**config.mk**
```make
export PLATFORM = sky130hd
export DESIGN_NAME = sgr_kernel
export DESIGN_NICKNAME = d
export VERILOG_FILES = /design/src/rtl/core/sgr_kernel.sv
export SDC_FILE = /design/constraint.sdc
export NUM_CORES = 1
export LEC_CHECK = 0
export ABC_AREA = 0
export BUFFER_PORTS_ARGS = -buffer_cell sky130_fd_sc_hd__clkbuf_2
export CORE_AREA = 4 4 73 89
export DETAILED_ROUTE_END_ITERATION = 8
export DIE_AREA = 0 0 77 93
export GPL_ROUTABILITY_DRIVEN = 0
export PLACE_DENSITY = 0.78
export SYNTH_ARGS = -nofsm -noshare
export SYNTH_HDL_FRONTEND = slang
export SYNTH_SLANG_ARGS = --single-unit
```
**constraint.sdc**
```tcl
create_clock -name vclk -period 3.55
set_input_delay 0.1775 -clock vclk [all_inputs]
set_output_delay 0.1775 -clock vclk [all_outputs]
set_load 0.02 [all_outputs]
```
**src/rtl/core/sgr_kernel.sv**
```systemverilog
// Horizontal and vertical 3x3 Sobel sums over one window.
module sgr_kernel #(
    parameter int PIXEL_BITS = 8
) (
    input  logic [PIXEL_BITS-1:0]        i_left   [3],
    input  logic [PIXEL_BITS-1:0]        i_center [3],
    input  logic [PIXEL_BITS-1:0]        i_right  [3],
    output logic signed [PIXEL_BITS+2:0] o_gx,
    output logic signed [PIXEL_BITS+2:0] o_gy
);

    localparam int SW = PIXEL_BITS + 3;

    logic [SW-1:0] sum_l;
    logic [SW-1:0] sum_r;
    logic [SW-1:0] sum_t;
    logic [SW-1:0] sum_b;

    // Each weighted sum is at most four times the largest pixel, so the
    // difference always fits in SW signed bits.
    assign sum_l = SW'(i_left[0]) + (SW'(i_left[1]) << 1) + SW'(i_left[2]);
    assign sum_r = SW'(i_right[0]) + (SW'(i_right[1]) << 1) + SW'(i_right[2]);
    assign sum_t = SW'(i_left[0]) + (SW'(i_center[0]) << 1) + SW'(i_right[0]);
    assign sum_b = SW'(i_left[2]) + (SW'(i_center[2]) << 1) + SW'(i_right[2]);

    assign o_gx = signed'(sum_r - sum_l);
    assign o_gy = signed'(sum_b - sum_t);

endmodule

```
## Yosys cells after proc, flatten, opt, wreduce, memory -nomap -nowiden

Cells that the tools add are included.

- Add/sub/neg operators: 10

Operator list:

| kind | number |
|---|---|
| 8-bit by 9-bit adder with 10-bit output | 4 |
| 10-bit by 8-bit adder with 11-bit output | 3 |
| 11-bit subtractor | 2 |
| 11-bit by 8-bit adder with 11-bit output | 1 |

- Register bits after elaboration: 0
- Bits of input ports: 72
- Logic and storage cells: 10
- Output and inout bits: 22

## Depth between registers and ports, before layout

- Depth after elaboration: 3
- Gate-level depth with buffers: 16

## Worst setup path after synthesis

No wires, ideal clock.

- Path type: input-to-output
- From: in i_left[2] (netlist bit)
- To: out o_gx[9]
- Arrival time: 3.429 ns
- Path slack: -0.056 ns
- Required time: 3.372 ns
- Buffers on the path: 0
- Stages: 12
- Cell sequence: inv_1 > fa_1 > fa_1 > inv_1 > fa_1 > inv_1 > fa_1 > a21oi_2 > o21ai_2 > a2111oi_2 > nor3_2 > xor2_1

- Word-level cells in the longest chain between the ends: 2

Ends and longest elaborated chain:

| what | RTL line | source |
|---|---|---|
| start: declaration | 5 | `input logic [PIXEL_BITS-1:0] i_left [3],` |
| 10-bit by 8-bit adder with 11-bit output | 21 | `assign sum_l = SW'(i_left[0]) + (SW'(i_left[1]) << 1) + SW'(i_left[2]);` |
| 11-bit subtractor | 26 | `assign o_gx = signed'(sum_r - sum_l);` |
| end: declaration | 8 | `output logic signed [PIXEL_BITS+2:0] o_gx,` |

No other way between the ends.

## Worst setup path after layout

- From: in i_left[1] (netlist bit)
- To: out o_gy[10]

- Word-level cells in the longest chain between the ends: 3

Ends and longest elaborated chain:

| what | RTL line | source |
|---|---|---|
| 8-bit by 9-bit adder with 10-bit output | 24 | `assign sum_b = SW'(i_left[2]) + (SW'(i_center[2]) << 1) + SW'(i_right[2]);` |
| 11-bit by 8-bit adder with 11-bit output | 24 |  |
| 11-bit subtractor | 27 | `assign o_gy = signed'(sum_b - sum_t);` |
| end: declaration | 9 | `output logic signed [PIXEL_BITS+2:0] o_gy` |

No other way between the ends.

==> results.ini <==
[die]
dieArea_um2=7160
io_pins=94
rows=30
core-area_um2=5590
initial_utilization=0.470
die_y_um=93
die_x_um=77

[power]
switchingPower_uw=1660
total_power_uw=3060
seqPwrFrac=0
p_int_uw=1400
pwr-share-comb=1.000
p_sw_frac=0.542
ir_worst_vdd_mv=0.676
p_leak_uw=0.00211
p_per_area_nw_per_um2=829
p_clk_frac=0

[sta]
finalHoldViolCount=0
rsz0062_at_grt=true
finalSetupViolations=0
relSlewSlack=0.811
worst_pin_slew_ps=282
min_period_ps=3480
period_share=0.980
max_freq_mhz=287
drv_slew=0
whs_ps=732

[detailed_routing]
drc_errors=0
wl_per_cell_um=11.9
firstDrtPassIters=4
drtIter0Drc=45
vias=2336
ant_nets=0
vias_per_cell=4.68
routed_wl_mm=5.93

[placement]
port_buffers=86
dp.cells=497
dp_hpwl_mm=5.30

[critical_path]
cp.required_ps=3370
cp_slowest_stage_delay_ps=450
cp-start-kind=input pin
worstSetupEndpointType=output port
crit_fanout=4
slowest_stage=fa_1
critPathArrivalTime_ps=3300
path_class=input pin to output port
crit_chain=clkbuf_2, ha_1, inv_1, fa_1, nand2b_1, a21boi_2, o21ai_1, nor3b_1, o21ai_1, fa_1, inv_1, ha_4, and3_1, o31ai_1, a21oi_1, xnor2_1, buf_4

[finish]
nets=597
fill_cells=467
nClkBuffers=0
final_util=0.660
seqCellArea_um2=0
seq_cell_count=0
area_growth_pct=40.5
antenna_cells=0
multi_input_area_um2=2390
fin_cells=499
layout-drive-gt1-share=0.366

[logic_synthesis]
yosysUniqueCellTypes=29
ys_top_cells_by_area=fa_1 42%, inv_1 19%, ha_1 16%
synthTopCellsByCount=134 x inv_1, 55 x fa_1, 33 x ha_1
yosysMostFrequentCell=inv_1
synth_area_leader_cell=fa_1
synth_top_area_frac=0.419
syn_area_per_cell_um2=8.29
syn_nets=477
netlist_area_um2=2630
synth_seq_area_share=0
yosys_warnings=0
postSynthCellCount=317

[flow_run]
maxCapViolCount=0

[grt]
grt_pass1_vias=2437
antenna_found_initial=0
grt_use_total=0.161
grt_pass1_wl_mm=9.81
overflow=0
grt_max_degree=7

[run_status]
outcome=finished clean

[worst_hold_path]
hold_path.class=input pin to output port

[cts]
cts_hold_buf=0

==> kinds of logic (layout without fill, tap and decap cells) <==
| family | count (synthesis) | after routing | share of synthesized area |
|---|---|---|---|
| buf+inv | 134 | 252 | 0.191 |
| xor+xnor | 21 | 21 | 0.0700 |
| compound gates | 38 | 38 | 0.0966 |
| simple gates | 36 | 36 | 0.0662 |
| fa+ha+maj | 88 | 88 | 0.576 |
==> metrics by stage <==
step	instance area [um2]	setup slack [ps]	TNS, ps
5_1_grt	3690	-113	-175
3_3_place_gp	3370	-192	-348
6_report	3690	70.5	0
4_1_cts	3430	0.0753	0
2_1_floorplan	2640	35.5	0
3_5_place_dp	3370	-226	-761
==> worst max-delay path, delay by kind of cell <==
kind | cells | cell delay, ps
adders and majority gates | 4 | 1250
xor gates and xnor gates | 1 | 160
and+or+nand+nor | 3 | 510
buffers and inverters | 4 | 430
AOI/OAI and AO/OA | 5 | 780
==> routing by layer <==
metal / vias up / global-route usage / share of wire
met5: - / 0 / 0
met4: 0 / 0.0119 / 0.0073
met3: 4 / 0.0183 / 0.067
met2: 77 / 0.323 / 0.55
met1: 1102 / 0.190 / 0.37
li1: 1153 / - / -
==> power groups by stage <==
stage / Combinational (uW) / Sequential [uW] / Clock, uW
after floorplan: 1770 / 0 / 0
after global placement: 2550 / 0 / 0
after detailed placement: 2610 / 0 / 0
after CTS: 2740 / 0 / 0
after global routing: 3370 / 0 / 0
final: 3060 / 0 / 0
==> layout make-up <==
| class | count | share of cell area |
|---|---|---|
| repair buffers | 118 | 0.193 |
| well taps | 64 | 0.0217 |
| multi-input cells | 183 | 0.648 |
| inverters | 134 | 0.137 |
==> worst paths after layout <==
check	slack, ps	end	depth (start not counted)	startpoint
hold / removal	730	o_gy[0]	3	i_left[0]
setup / recovery	70	o_gy[10]	17	i_left[1]
==> cell usage in the layout (no fill, tap or decap), drive strengths merged, types with 6 or more instances in the layout <==
cell type,instances
inv,134
clkbuf,77
fa,55
buf,41
ha,33
a21oi,16
xor2,11
nand2,10
xnor2,10
o21ai,8
nand3,7
nor3,7
nor2,6
==> what timing repair did <==
action                     CTS  global route
resized for setup           15            50
setup buffers                1             1
pin swaps                    9            25
setup endpoints to repair    8            11
(Power assumes the default switching activity.)
