File: src/rtl/core/sgr_pkg.sv
// Shared types and constants of the Sobel gradient unit.
package sgr_pkg;

    // Fixed field widths of the configuration registers and the result word.
    localparam int CFG_WIDTH_BITS  = 12;
    localparam int CFG_HEIGHT_BITS = 16;
    localparam int GRAD_W          = 11;
    localparam int COL_W           = 11;
    localparam int ROW_W           = 16;
    localparam int NUM_SLOTS       = 4;
    localparam int OUT_FIELDS_W    = 2 * GRAD_W + COL_W + ROW_W;
    localparam int OUT_TDATA_W     = ((OUT_FIELDS_W + 7) / 8) * 8;
    localparam int APB_ADDR_W      = 3;
    localparam int APB_DATA_W      = 32;

    typedef enum logic [0:0] {
        REG_FRAME_WIDTH  = 1'b0,
        REG_FRAME_HEIGHT = 1'b1
    } t_reg_idx;

    typedef logic [$clog2(NUM_SLOTS)-1:0] t_slot;

    // Up to four results caused by one pixel. Slot 0 is (x-1,y-1), slot 1 is
    // (x,y-1), slot 2 is (x-1,y) and slot 3 is (x,y).
    typedef struct packed {
        logic [NUM_SLOTS-1:0]              pend;
        logic [NUM_SLOTS-1:0][GRAD_W-1:0]  gx;
        logic [NUM_SLOTS-1:0][GRAD_W-1:0]  gy;
        logic [COL_W-1:0]                  col_a;
        logic [COL_W-1:0]                  col_b;
        logic [ROW_W-1:0]                  row_a;
        logic [ROW_W-1:0]                  row_b;
    } t_result_set;

endpackage

File: src/rtl/core/sgr_result_q.sv
// Result buffer that hands out the results of one pixel, one word per cycle while the receiver is ready.
module sgr_result_q
    import sgr_pkg::*;
(
    input  logic                   i_clk,
    input  logic                   i_rst_n,
    input  logic                   i_load,
    input  t_result_set            i_set,
    output logic                   o_can_load,
    output logic                   o_tvalid,
    input  logic                   i_tready,
    output logic [OUT_TDATA_W-1:0] o_tdata,
    output logic                   o_tuser,
    output logic                   o_tlast
);

    logic [NUM_SLOTS-1:0] r_pend;
    logic [NUM_SLOTS-1:0] n_pend;
    t_result_set          r_set;
    t_slot                sel;
    logic                 single;
    logic                 take;
    logic [COL_W-1:0]     col;
    logic [ROW_W-1:0]     row;

    // Lowest pending slot goes first.
    always_comb begin
        priority if (r_pend[0]) begin
            sel = t_slot'(0);
        end else if (r_pend[1]) begin
            sel = t_slot'(1);
        end else if (r_pend[2]) begin
            sel = t_slot'(2);
        end else begin
            sel = t_slot'(3);
        end
    end

    assign n_pend     = r_pend & (r_pend - NUM_SLOTS'(1));
    assign single     = (n_pend == '0);
    assign take       = (r_pend != '0) && i_tready;
    assign o_can_load = (r_pend == '0) || (take && single);

    assign col = sel[0] ? r_set.col_b : r_set.col_a;
    assign row = sel[1] ? r_set.row_b : r_set.row_a;

    assign o_tvalid = (r_pend != '0);
    assign o_tlast  = single;
    assign o_tuser  = (sel == t_slot'(NUM_SLOTS - 1));
    assign o_tdata  = OUT_TDATA_W'({row, col, r_set.gy[sel], r_set.gx[sel]});

    always_ff @(posedge i_clk) begin
        if (!i_rst_n) begin
            r_pend <= '0;
        end else if (i_load) begin
            r_pend <= i_set.pend;
        end else if (take) begin
            r_pend <= n_pend;
        end
    end

    always_ff @(posedge i_clk) begin
        if (i_load) begin
            r_set <= i_set;
        end
    end

endmodule
File: config.mk
export PLATFORM = sky130hd
export DESIGN_NAME = sgr_result_q
export DESIGN_NICKNAME = d
export VERILOG_FILES = /design/src/rtl/core/sgr_pkg.sv /design/src/rtl/core/sgr_result_q.sv
export SDC_FILE = /design/constraint.sdc
export NUM_CORES = 1
export LEC_CHECK = 0
export BUFFER_PORTS_ARGS = -buffer_cell sky130_fd_sc_hd__buf_2
export CORE_ASPECT_RATIO = 0.5
export CORE_MARGIN = 1
export CORE_UTILIZATION = 50
export DETAILED_ROUTE_END_ITERATION = 7
export PLACE_DENSITY_LB_ADDON = 0.15
export SETUP_SLACK_MARGIN = 0.2
export SYNTH_ARGS = -nofsm -noshare
export SYNTH_HDL_FRONTEND = slang
export SYNTH_SLANG_ARGS = --single-unit
export TNS_END_PERCENT = 30
File: constraint.sdc
create_clock -name i_clk -period 2.4 [get_ports i_clk]
set_input_delay 0 -clock i_clk [delete_from_list [all_inputs] [get_ports i_clk]]
set_output_delay 0 -clock i_clk [all_outputs]
set_load 0.005 [all_outputs]
==> results of run 1 <==
## synthesized netlist by cell type (all sizes together)
cell	instances	share of area, %
nand2	25	1.6
a211o	1	0.15
conb	1	0.066
mux2	49	11
maj3	2	0.37
clkbuf	5	0.39
edfxtp	142	75
mux2i	22	3.8
nor3	1	0.087
inv	3	0.24
nor2b	1	0.11
o311ai	2	0.31
o21bai	1	0.13
nor3b	1	0.13
buf	16	2.6
o31ai	1	0.22
a21oi	2	0.24
nand2b	2	0.22
dfxtp	4	1.4
nor2	1	0.20
o211ai	1	0.13
o21ai	22	1.9
a21boi	3	0.39
## stage by stage
step	util [%]	worst slack (ps)	cell area, um2	cells	hold slack [ps]
after floorplan	-	1260	5740	314	98.9
after global placement	61.7	705	6840	645	176
after detailed placement	61.7	688	6840	645	178
## kinds of logic after synthesis
logic type               Yosys count
adder cells (fa/ha/maj)            2
AND/OR/NAND/NOR                   31
multiplexers                      71
flip-flops                       146
other                              1
AO/OA/AOI/OAI                     33
buffers and inverters             24
==> summary.md, run 1 <==
| Metric | Value |
|---|---|
| Xor and xnor area share after synthesis | 0% |
| Clk root buf | clkbuf_16 |
| Number of buffers created by CTS | 17 |
| Post-DP HPWL | 7.23 mm |
| Status | aborted with a tool error |
| Error msg | [ERROR RSZ-0060] Max buffer count reached. |
| RePlAce Congestion | 0.770 |
| Hold buffers post-CTS | 136 |
| Post-synthesis cell area | 5720 um2 |
| Die W | 153 um |
| Clk buf depth | 2 |
| Sequential fraction of the synthesis area | 75.9% |
| Avg Cell Area, Syn | 18.6 um2 |
| Synth cell types | 33 |
| Io pins | 210 |
| Compound-Gate Fraction of Synth Area | 3.50% |
| Die Y-Extent | 77.6 um |
| Number of port buffers | 202 |
| Post-synthesis mux area share | 14.5% |
| Yosys warning total | 0 |
| Exit stage | clock tree synthesis |
| PostCTS Resize Cnt | 0 |
| Cell Rows | 27 |
| H-tree depth | 4 |
| Yosys reg bits | 146 |
| Synth Instances | 308 |
| Adder-cell share of the synthesized area | 0.372% |
| Largest family of logic cells by synthesized area | multiplexers |
| Post-CTS Setup Repair Bufs | 0 |
| Simple-gate share of the synthesized area | 2.38% |
| Initial Utilization | 51.6% |
| Clk sinks | 146 |
==> inputs of run 2 (changes only) <==
--- a/config.mk
+++ b/config.mk
@@ -6,12 +6,10 @@
 export NUM_CORES = 1
 export LEC_CHECK = 0
 export BUFFER_PORTS_ARGS = -buffer_cell sky130_fd_sc_hd__buf_2
-export CORE_ASPECT_RATIO = 0.5
 export CORE_MARGIN = 1
-export CORE_UTILIZATION = 50
+export CORE_UTILIZATION = 35
 export DETAILED_ROUTE_END_ITERATION = 7
 export PLACE_DENSITY_LB_ADDON = 0.15
-export SETUP_SLACK_MARGIN = 0.2
 export SYNTH_ARGS = -nofsm -noshare
 export SYNTH_HDL_FRONTEND = slang
 export SYNTH_SLANG_ARGS = --single-unit
==> run 2 against run 1 <==
- the flow now finishes without violations
- synthesized cell count unchanged
- synthesized area did not move
==> summary.md, run 2 <==
| Metric | Value |
|---|---|
| PostCTS Resize Cnt | 0 (unchanged) |
| Post-synthesis cell area | 5720 um2 (unchanged) |
| Main area contributors after synthesis | edfxtp_1, mux2_2, mux2_4 |
| Post-synthesis mux area share | 14.5% (unchanged) |
| Antenna Nets Post-Route | 0 |
| Most instantiated cells after synthesis | edfxtp_1, mux2_2, nand2_1 |
| Commonest cells after routing, fill and taps aside | buf_2, dlygate4sd3_1, edfxtp_1, mux2_2, nand2_1 |
| Achievable frequency | 0.484 GHz |
| Die area | 16900 um2 |
| Crit. path cell count | 5 |
| Setup Crit Path Kind | reg2reg |
| Post-CTS Setup Repair Bufs | 0 (unchanged) |
| Adder-cell share of the synthesized area | 0.372% (unchanged) |
| Largest stage delay, worst path | 620 ps |
| Post-route total power | 0.00625 W |
| Diode count | 0 |
| Worst Tran Pin Value | 590 ps |
| Status | completed |
| Number of port buffers | 202 (unchanged) |
| # DRC | 0 |
| Final setup fails | 0 |
| FF+latch area | 4350 um2 |
| Clk sinks | 146 (unchanged) |
| Die W | 130 um (-15%) |
| Largest net degree at the start of global routing | 65 |
| Compound-Gate Fraction of Synth Area | 3.50% (unchanged) |
| Post-DP HPWL | 8.05 mm (+11%) |
| VDD IR max | 0.565 mV |
| Io pins | 210 (unchanged) |
| Total congestion overflow | 0 |
| Yosys warning total | 0 (unchanged) |
| Final WS setup | 333 ps |
| Clock skew after layout | 2.50 ps |
| Post-Route Setup TNS | 0 ps |
| Worst Path Arrival | 2410 ps |
| Global-route wire length before repair | 19.5 mm |
| Die Y-Extent | 130 um (+67%) |
| Vias | 3884 |
| Biggest regs | r_set x142, r_pend x4 |
| Most common cell after layout, fill and taps aside | buf_2 |
| Highest-delay cell along the critical path | dfxtp_2 |
| Total GRT Usage | 15.6% |
| Clk root buf | clkbuf_16 |
| Most common cell in the netlist | edfxtp_1 |
| Number of global-route vias before repair | 4065 |
| RSZ-0062 raised after global routing | no |
| Req. time, crit path | 2740 ps |
| Sequential fraction of the synthesis area | 75.9% (unchanged) |
| Yosys reg bits | 146 (unchanged) |
| Post-synth top area cell | edfxtp_1 |
| Crit path buf inv count | 2 |
| Total routed wirelength | 12.8 mm |
| Final-report hold violation count | 0 |
| Largest Register | r_set |
| H-tree depth | 4 (unchanged) |
| Worst path top cell family by delay | buffers and inverters |
| Number of buffers created by CTS | 17 (unchanged) |
| Number of synthesized flops with an enable pin | 142 (unchanged) |
| Initial detailed-routing violation count | 154 |
| CP Capture Type | flip-flop |
| Synth cell types | 33 (unchanged) |
| Largest family of logic cells by synthesized area | multiplexers |
| CP Launch Type | flip-flop |
| Routed length per instance | 14.3 um |
| Share of cells above drive strength 1 | 43.0% |
| Clk buf depth | 2 (unchanged) |
| R2R cell count | 5 |
| RePlAce Congestion | 0.710 (-7.7%) |
| Top FF cell, synth | edfxtp_1 |
| Xor and xnor area share after synthesis | 0% (unchanged) |
| Avg Cell Area, Syn | 18.6 um2 (unchanged) |
| Nets | 817 |
| Initial DRT Pass Iterations | 5 |
| Via density per instance | 4.34 |
| Synth top area share | 74.5% (unchanged) |
| Initial Utilization | 35.9% (-16 points) |
| Fill cell count | 1296 |
| Hold depth | 4 |
| Core box area | 15900 um2 |
| Number of antenna violations at the first check in global routing | 0 |
| Max-cap violations | 0 |
| Critical Path Fanout Max | 32 |
| Max-slew violations | 0 |
| Flip-flop count of the largest register after layout | 142 |
| Reg clk slew, reported paths | 50 ps |
| Final min period | 2070 ps |
| Layout area overhead | 56.4% |
| Skew-Pair Late Insertion Delay | 400 ps |
| Slew margin rel. | 60.7% |
| Multi-input logic area | 1220 um2 |
| Synth Instances | 308 (unchanged) |
| Fin crit share | 86.1% |
| Asr flop ratio synth | 0% (unchanged) |
| Simple-gate share of the synthesized area | 2.38% (unchanged) |
| Worst-path cell chain | buf_4 -> nor3b_1 -> a21oi_1 -> nor2b_1 -> dlygate4sd3_1 |
| Cell Rows | 46 (+70%) |
| CTS tree | done |
| Pleak | 3.72 nW |
| Pre-CTS setup slack | 748 ps (+60.0 ps) |
| Min-delay worst type | in2reg |
| PD cells | 698 nW/um2 |
==> run 2: cell counts after synthesis <==
No cell type changed its count.
==> run 2: cells by family after synthesis <==
group / after synthesis
AO/OA/AOI/OAI: 33
adder cells (fa/ha/maj): 2
buffers and inverters: 24
flip-flops: 146
multiplexers: 71
other: 1
AND/OR/NAND/NOR: 31
==> run 2: layout make-up <==
type	instances	area share, %
clock buffer	18	4.80
clock inverter	13	1.26
inverter	3	0.154
multi-input combinational	144	13.6
sequential	146	48.6
tap	216	3.02
timing repair buffer	355	28.6
==> run 2: routing by layer <==
| layer | vias to the layer above | track usage [%] | part of all wire (%) |
|---|---|---|---|
| met2 | 114 | 27.4 | 52 |
| met5 | - | 0 | 0 |
| met3 | 17 | 4.92 | 5.0 |
| met1 | 1868 | 17.9 | 41 |
| li1 | 1885 | - | - |
| met4 | 0 | 5.27 | 1.5 |
==> run 2: path summary, 6_finish.rpt <==
| path | startpoint | endpoint | slack, ps |
|---|---|---|---|
| setup / recovery | r_pend[0] | r_pend[0] | 330 |
| hold / removal | i_tready | r_pend[1] | 40 |
| setup reg to reg | r_pend[0] | r_pend[0] | 330 |
| hold reg to reg | r_pend[3] | r_pend[3] | 590 |
==> run 2: report_power, final <==
part	internal (W)	switching, W
Sequential	0.00302	0.0000596
Combinational	0.000467	0.000285
Clock	0.00142	0.00100
==> run 2: timing repair <==
item / 4_1_cts / 5_1_grt
hold endpoints to repair: 146 / 0
endpoints found under the setup margin: 0 / 0
hold buffers: 147 / 0
==> run 2: metrics by stage <==
stage               util (%)  cell area (um2)  cells  hold WS (ps)
finish                  56.1             8950    895          39.2
global route            56.1             8950    895          82.5
CTS                     56.1             8950    895          23.8
detailed placement      43.5             6930    717           178
global placement        43.5             6930    717           176
floorplan                  -             5740    314          98.9
==> run 2: worst reg2reg max path: stages (launching register included) <==
cell,delay [ps]
dfxtp_2,620
buf_4,430
nor3b_1,240
a21oi_1,60
nor2b_1,120
dlygate4sd3_1,540
(Power assumes the default switching activity.)
==> inputs of run 3 (changes only) <==
--- a/config.mk
+++ b/config.mk
@@ -6,6 +6,7 @@
 export NUM_CORES = 1
 export LEC_CHECK = 0
 export BUFFER_PORTS_ARGS = -buffer_cell sky130_fd_sc_hd__buf_2
+export CORE_ASPECT_RATIO = 0.6
 export CORE_MARGIN = 1
 export CORE_UTILIZATION = 35
 export DETAILED_ROUTE_END_ITERATION = 7
==> constraint.sdc (replaced) <==
create_clock -name i_clk -period 2 [get_ports i_clk]
set_input_delay 0 -clock i_clk [delete_from_list [all_inputs] [get_ports i_clk]]
set_output_delay 0 -clock i_clk [all_outputs]
set_load 0.005 [all_outputs]
==> run 3 against run 2 <==
- synthesized area is the same
- the run now fails in clock tree synthesis
- synthesized cell count is the same
==> summary.md, run 3 <==
| Metric | Value |
|---|---|
| Sequential fraction of the synthesis area | 75.9% (unchanged) |
| Post-DP HPWL | 8.24 mm (+2.4%) |
| Most instantiated cells after synthesis | edfxtp_1, mux2_2, nand2_1 |
| Avg Cell Area, Syn | 18.6 um2 (unchanged) |
| Synth Instances | 308 (unchanged) |
| Hold buffers post-CTS | 148 (+0.68%) |
| Post-CTS Setup Repair Bufs | 0 (unchanged) |
| Synth top area share | 74.5% (unchanged) |
| Io pins | 210 (unchanged) |
| PostCTS Resize Cnt | 0 (unchanged) |
| Most common cell in the netlist | edfxtp_1 |
| Number of synthesized flops with an enable pin | 142 (unchanged) |
| Number of buffers created by CTS | 17 (unchanged) |
| Yosys reg bits | 146 (unchanged) |
| Die W | 167 um (+29%) |
| Post-synth top area cell | edfxtp_1 |
| Post-synthesis cell area | 5720 um2 (unchanged) |
| H-tree depth | 4 (unchanged) |
| Status | aborted with a tool error |
| Clk buf depth | 2 (unchanged) |
| Die Y-Extent | 101 um (-22%) |
| Error msg | [ERROR RSZ-0060] Max buffer count reached. |
| Asr flop ratio synth | 0% (unchanged) |
| Main area contributors after synthesis | edfxtp_1, mux2_2, mux2_4 |
| RePlAce Congestion | 0.725 (+2.0%) |
| Initial Utilization | 36.6% (+0.71 points) |
| Clk sinks | 146 (unchanged) |
| Top FF cell, synth | edfxtp_1 |
| Synth cell types | 33 (unchanged) |
| Number of port buffers | 202 (unchanged) |
| Yosys warning total | 0 (unchanged) |
| Exit stage | clock tree synthesis |
| Cell Rows | 35 (-24%) |
| Clk root buf | clkbuf_16 |
-- run 3: kinds of logic after synthesis --
family / count (synthesis) / synth area share [%]
DFF: 146 / 75.9
muxes: 71 / 14.5
AOI/OAI and AO/OA: 33 / 3.50
and+or+nand+nor: 31 / 2.38
buffers and inverters: 24 / 3.19
adders and majority gates: 2 / 0.372
other: 1 / 0.0656
-- run 3: through the flow --
step | hold slack (ps) | worst slack [ps] | utilization (%) | cell area (um2) | cells
3_5_place_dp | 178 | 488 | 44.4 | 6940 | 705
3_3_place_gp | 176 | 524 | 44.4 | 6940 | 705
2_1_floorplan | 98.9 | 861 | - | 5740 | 314
